## src/rtl/rmg_pkg.sv

```systemverilog
package rmg_pkg;

  localparam int CORDIC_STEPS_DEF = 16;
  localparam int FRAC_BITS_DEF    = 14;
  localparam int TAB_LEN          = 24;
  localparam int ZW               = 33;
  localparam int AW               = 14;
  localparam int ANG_SHIFT        = 18;

  localparam logic signed [16:0] DEG360 = 17'sd23040;
  localparam logic signed [16:0] DEG180 = 17'sd11520;
  localparam logic signed [16:0] DEG90  = 17'sd5760;

  localparam logic [63:0] KQ32 = 64'd2608131496;
  localparam int Q14_ONE = 16384;

  localparam logic REQ_AXIS  = 1'b0;
  localparam logic REQ_EULER = 1'b1;

  typedef struct packed {
    logic vld;
    logic typ;
  } rmg_ctl_t;

  typedef struct packed {
    logic                 neg;
    logic signed [AW-1:0] ang;
  } rmg_red_t;

  // atan(2^-i) in 2^-24 degree
  function automatic logic [31:0] atan_tab(input int idx);
    logic [31:0] v;
    case (idx)
      0:       v = 32'd754974720;
      1:       v = 32'd445687602;
      2:       v = 32'd235489088;
      3:       v = 32'd119537938;
      4:       v = 32'd60000934;
      5:       v = 32'd30029717;
      6:       v = 32'd15018523;
      7:       v = 32'd7509720;
      8:       v = 32'd3754917;
      9:       v = 32'd1877466;
      10:      v = 32'd938734;
      11:      v = 32'd469367;
      12:      v = 32'd234684;
      13:      v = 32'd117342;
      14:      v = 32'd58671;
      15:      v = 32'd29335;
      16:      v = 32'd14668;
      17:      v = 32'd7334;
      18:      v = 32'd3667;
      19:      v = 32'd1833;
      20:      v = 32'd917;
      21:      v = 32'd458;
      22:      v = 32'd229;
      23:      v = 32'd115;
      default: v = 32'd0;
    endcase
    return v;
  endfunction

endpackage

```

## src/rtl/rmg_cordic_cell.sv

```systemverilog
module rmg_cordic_cell #(
  parameter int W   = 18,
  parameter int IDX = 0
) (
  input  logic                          clk,
  input  logic signed [W-1:0]           x_i,
  input  logic signed [W-1:0]           y_i,
  input  logic signed [rmg_pkg::ZW-1:0] z_i,
  input  logic                          neg_i,
  output logic signed [W-1:0]           x_r,
  output logic signed [W-1:0]           y_r,
  output logic signed [rmg_pkg::ZW-1:0] z_r,
  output logic                          neg_r
);

  logic signed [rmg_pkg::ZW-1:0] t;
  assign t = $signed({1'b0, rmg_pkg::atan_tab(IDX)});

  always_ff @(posedge clk) begin
    neg_r <= neg_i;
    if (!z_i[rmg_pkg::ZW-1]) begin
      x_r <= x_i - (y_i >>> IDX);
      y_r <= y_i + (x_i >>> IDX);
      z_r <= z_i - t;
    end else begin
      x_r <= x_i + (y_i >>> IDX);
      y_r <= y_i - (x_i >>> IDX);
      z_r <= z_i + t;
    end
  end

endmodule

```

## src/rtl/rmg_cordic.sv

```systemverilog
module rmg_cordic #(
  parameter int FRAC_BITS    = rmg_pkg::FRAC_BITS_DEF,
  parameter int CORDIC_STEPS = rmg_pkg::CORDIC_STEPS_DEF
) (
  input  logic                        clk,
  input  rmg_pkg::rmg_red_t           red_i,
  output logic signed [FRAC_BITS+3:0] cos_r,
  output logic signed [FRAC_BITS+3:0] sin_r
);

  localparam int W = FRAC_BITS + 4;
  localparam int N = (CORDIC_STEPS > rmg_pkg::TAB_LEN) ? rmg_pkg::TAB_LEN : CORDIC_STEPS;
  localparam int ZW = rmg_pkg::ZW;
  localparam logic [63:0] XI64 =
    (rmg_pkg::KQ32 + (64'd1 << (31 - FRAC_BITS))) >> (32 - FRAC_BITS);

  logic signed [W-1:0]  x_w [N+1];
  logic signed [W-1:0]  y_w [N+1];
  logic signed [ZW-1:0] z_w [N+1];
  logic                 n_w [N+1];

  assign x_w[0] = W'(XI64);
  assign y_w[0] = '0;
  assign z_w[0] = $signed({{(ZW-rmg_pkg::AW-rmg_pkg::ANG_SHIFT){red_i.ang[rmg_pkg::AW-1]}},
                           red_i.ang, {rmg_pkg::ANG_SHIFT{1'b0}}});
  assign n_w[0] = red_i.neg;

  for (genvar i = 0; i < N; i++) begin : g_cell
    rmg_cordic_cell #(.W(W), .IDX(i)) u_cell (
      .clk  (clk),
      .x_i  (x_w[i]),
      .y_i  (y_w[i]),
      .z_i  (z_w[i]),
      .neg_i(n_w[i]),
      .x_r  (x_w[i+1]),
      .y_r  (y_w[i+1]),
      .z_r  (z_w[i+1]),
      .neg_r(n_w[i+1])
    );
  end

  always_ff @(posedge clk) begin
    cos_r <= n_w[N] ? -x_w[N] : x_w[N];
    sin_r <= n_w[N] ? -y_w[N] : y_w[N];
  end

endmodule

```

## config.mk

```make
export PLATFORM = sky130hd
export DESIGN_NAME = rmg_cordic
export DESIGN_NICKNAME = d
export VERILOG_FILES = /design/src/rtl/rmg_pkg.sv /design/src/rtl/rmg_cordic_cell.sv /design/src/rtl/rmg_cordic.sv
export SDC_FILE = /design/constraint.sdc
export NUM_CORES = 2
export LEC_CHECK = 0
export ABC_CLOCK_PERIOD_IN_PS = 4100
export BUFFER_PORTS_ARGS = -buffer_cell sky130_fd_sc_hd__buf_4
export CAP_MARGIN = 25
export CORE_ASPECT_RATIO = 1.75
export CORE_MARGIN = 3
export CORE_UTILIZATION = 45
export CTS_BUF_LIST = sky130_fd_sc_hd__clkbuf_4
export CTS_CLUSTER_SIZE = 14
export DETAILED_ROUTE_END_ITERATION = 7
export PLACE_DENSITY_LB_ADDON = 0.15
export SETUP_SLACK_MARGIN = 0.1
export SYNTH_ARGS = -nofsm -noshare
export SYNTH_HDL_FRONTEND = slang
export SYNTH_HIERARCHICAL = 1
export SYNTH_SLANG_ARGS = --single-unit
```

## constraint.sdc

```tcl
create_clock -name clk -period 4.1 [get_ports clk]
set_clock_uncertainty 0.15 [all_clocks]
set_input_delay 0.205 -clock clk [delete_from_list [all_inputs] [get_ports clk]]
set_output_delay 0.205 -clock clk [all_outputs]
set_load 0.05 [all_outputs]
```

==> flow_metrics.tcl <==
set metrics [dict create \
    endpoint "g_cell[8].u_cell/x_r[14]" \
    finalWorstPathRequiredPeriod_ns 3.79 \
    design.die.area_mm2 0.180 \
    start_util 0.453 \
    die_x_um 322 \
    synthCells 9063 \
    coreArea_mm2 0.173 \
    path_buf_inv 1 \
    cp_launch_point "g_cell[7].u_cell/y_r[8]" \
    numClockSinks 1090 \
    crit_path_top_delay_cell "o311ai_0" \
    number_of_fillers_in_the_final_layout 16800 \
    wl_per_cell_um 18.2 \
    clock_latency_ns 1.14 \
    final-hold-violation-count 0 \
    drv.max_cap_violation_count 0 \
    total_area_of_multi_input_combinational_cells_mm2 0.0547 \
    worstPathRequired_ns 4.90 \
    clockBufferDepth 4 \
    slack_of_the_worst_reg_to_reg_path_ns 0.31 \
    ctsHtreeMaxLevel 5 \
    rsz0062_at_grt "true" \
    io_pins 52 \
    layout_common_cells "1085 x dfxtp_1, 1055 x ha_1, 892 x a21oi_1" \
    tritoncts "done" \
    length_of_the_first_detailed_routing_pass_in_iterations 5 \
    post-place-cells 11400 \
    ant_nets 0 \
    overflow 0 \
    yosys_warnings 6 \
    row_count 202 \
    die_height_um 559 \
    detail_route.wirelength_um 218000 \
    post_route_fraction_of_the_period_consumed_by_the_critical_path 0.924 \
    drt_iter0_drc 2557 \
    seq_area_mm2 0.0218 \
    first_global_vias 69100 \
    status "complete, no violations" \
    timing.critical_path.depth 11 \
    crit_path_frequent_cell "ha_1" \
    critical-path-max-stage-delay_ns 0.71 \
    final_weighted_congestion_in_routability_driven_placement 0.932 \
    critical_path.reg2reg.startpoint "g_cell[7].u_cell/y_r[8]" \
    critical_path_data_arrival_time_ns 4.59 \
    timing.hold.ws_ns 0.170 \
    crit_family "compound AO/OA/AOI/OAI gates" \
    numPortBuffers 51 \
    hpwlAfterDp_um 178000 \
    drc_errors 0 \
    cell_count_of_the_worst_reg_to_reg_path 11 \
    setup.worst_path.start_class "register" \
    detailroute.via_count 67100 \
    global_route_wire_length_before_repair_um 340000 \
    mostFrequentLayoutCell "dfxtp_1" \
    number_of_antenna_violations_at_the_first_check_in_global_routing 5 \
    class_of_the_tightest_hold_or_removal_check "in -> reg" \
    layout_stage_area_growth_over_the_synthesis_result_pct 10.1 \
    maxClockFrequency_mhz 264 \
    post_drt_via_cell_ratio 5.60 \
    synthesis.area_mm2 0.0786 \
    drv_slew 0 \
    final_layout_size_suffix_gt1_frac 0.0898 \
    clock-root-buffer "clkbuf_4" \
    timing.critical_path.to_type "register" \
    cts_buffer_count 286 \
    clk_transition_reported_paths_ns 0.07 \
    setup_violations 0 \
    timing.slew.headroom 0.351 \
    cells_along_the_critical_path "inv_1, ha_1, nand3_1, nand2_1, xnor2_1, ha_1, o21a_1, o211ai_1, o21ai_0, a31oi_1, o311ai_0" \
    final.setup.tns_ns 0 \
    syn-mean-instance-area_um2 8.67 \
    grt_start_max_net_pins 38 \
    crit_path_max_fanout 5 \
    max_slew.worst_pin.slew_ns 0.967 \
    cts_setup_buffers 0 \
    worst-setup-path-type "reg -> reg" \
    global_route.usage.total 0.234 \
    final_nets 10600 \
    worstReg2RegEnd "g_cell[8].u_cell/x_r[14]" \
    final_cell_count_no_fill 12000 \
]
==> how the worst min path moves through the flow <==
stage	startpoint	endpoint	cells after the start
floorplan	red_i[14]	g_cell[0].u_cell/neg_r	0
global placement	g_cell[11].u_cell/neg_r	g_cell[12].u_cell/neg_r	0
detailed placement	red_i[1]	g_cell[0].u_cell/z_r[19]	1
CTS	red_i[13]	g_cell[0].u_cell/y_r[11]	5
global route	red_i[13]	g_cell[0].u_cell/y_r[11]	5
finish	red_i[13]	g_cell[0].u_cell/y_r[11]	5
==> registers in the layout, summed over array words and instances, names as in the netlist <==
signal / flops
g_cell.u_cell/x_r: 288
cos_r: 18
g_cell.u_cell/z_r: 463
g_cell.u_cell/neg_r: 16
g_cell.u_cell/y_r: 287
sin_r: 18
==> layer usage <==
layer | wire [um] | part of all wire | GRT usage | vias up
li1 | - | - | - | 33800
met4 | 21000 | 0.096 | 0.208 | 0
met1 | 64200 | 0.29 | 0.170 | 31100
met5 | 0 | 0 | 0 | -
met2 | 127000 | 0.58 | 0.497 | 1372
met3 | 5760 | 0.026 | 0.0303 | 844
==> worst register-to-register path, stage by stage (launching register included) <==
cell and delay, ns:
dfxtp_1 0.53, inv_1 0.08, ha_1 0.23, nand3_1 0.34, nand2_1 0.27, xnor2_1 0.20, ha_1 0.32, o21a_1 0.14
o211ai_1 0.20, o21ai_0 0.28, a31oi_1 0.20, o311ai_0 0.71
==> final cells by class <==
class,instances,area share
inverter,489,0.0212
multi-input combinational,7439,0.632
antenna,12,0.000347
clock buffer,397,0.0344
tap,2244,0.0324
sequential,1090,0.252
clock inverter,93,0.00645
timing repair buffer,212,0.0208
==> stage by stage <==
step                area (um2)   util  setup WS (ns)
finish                   86500  0.499          0.314
global route             86500  0.499         0.0876
CTS                      86500  0.499          0.203
detailed placement       82400  0.475         0.0636
global placement         82400  0.475         0.0972
floorplan                79100      -          0.180
==> timing repair <==
| item | CTS | global route |
|---|---|---|
| hold buffers | 48 | 0 |
| pin swaps | 0 | 0 |
| endpoints found under the hold margin | 31 | 0 |
| gates resized for setup | 1 | 12 |
| cloned | 0 | 0 |
| setup endpoints to repair | 2 | 16 |
Power is not shown: default switching activity piles up to over one toggle a cycle in this logic, so the estimate is an artifact.
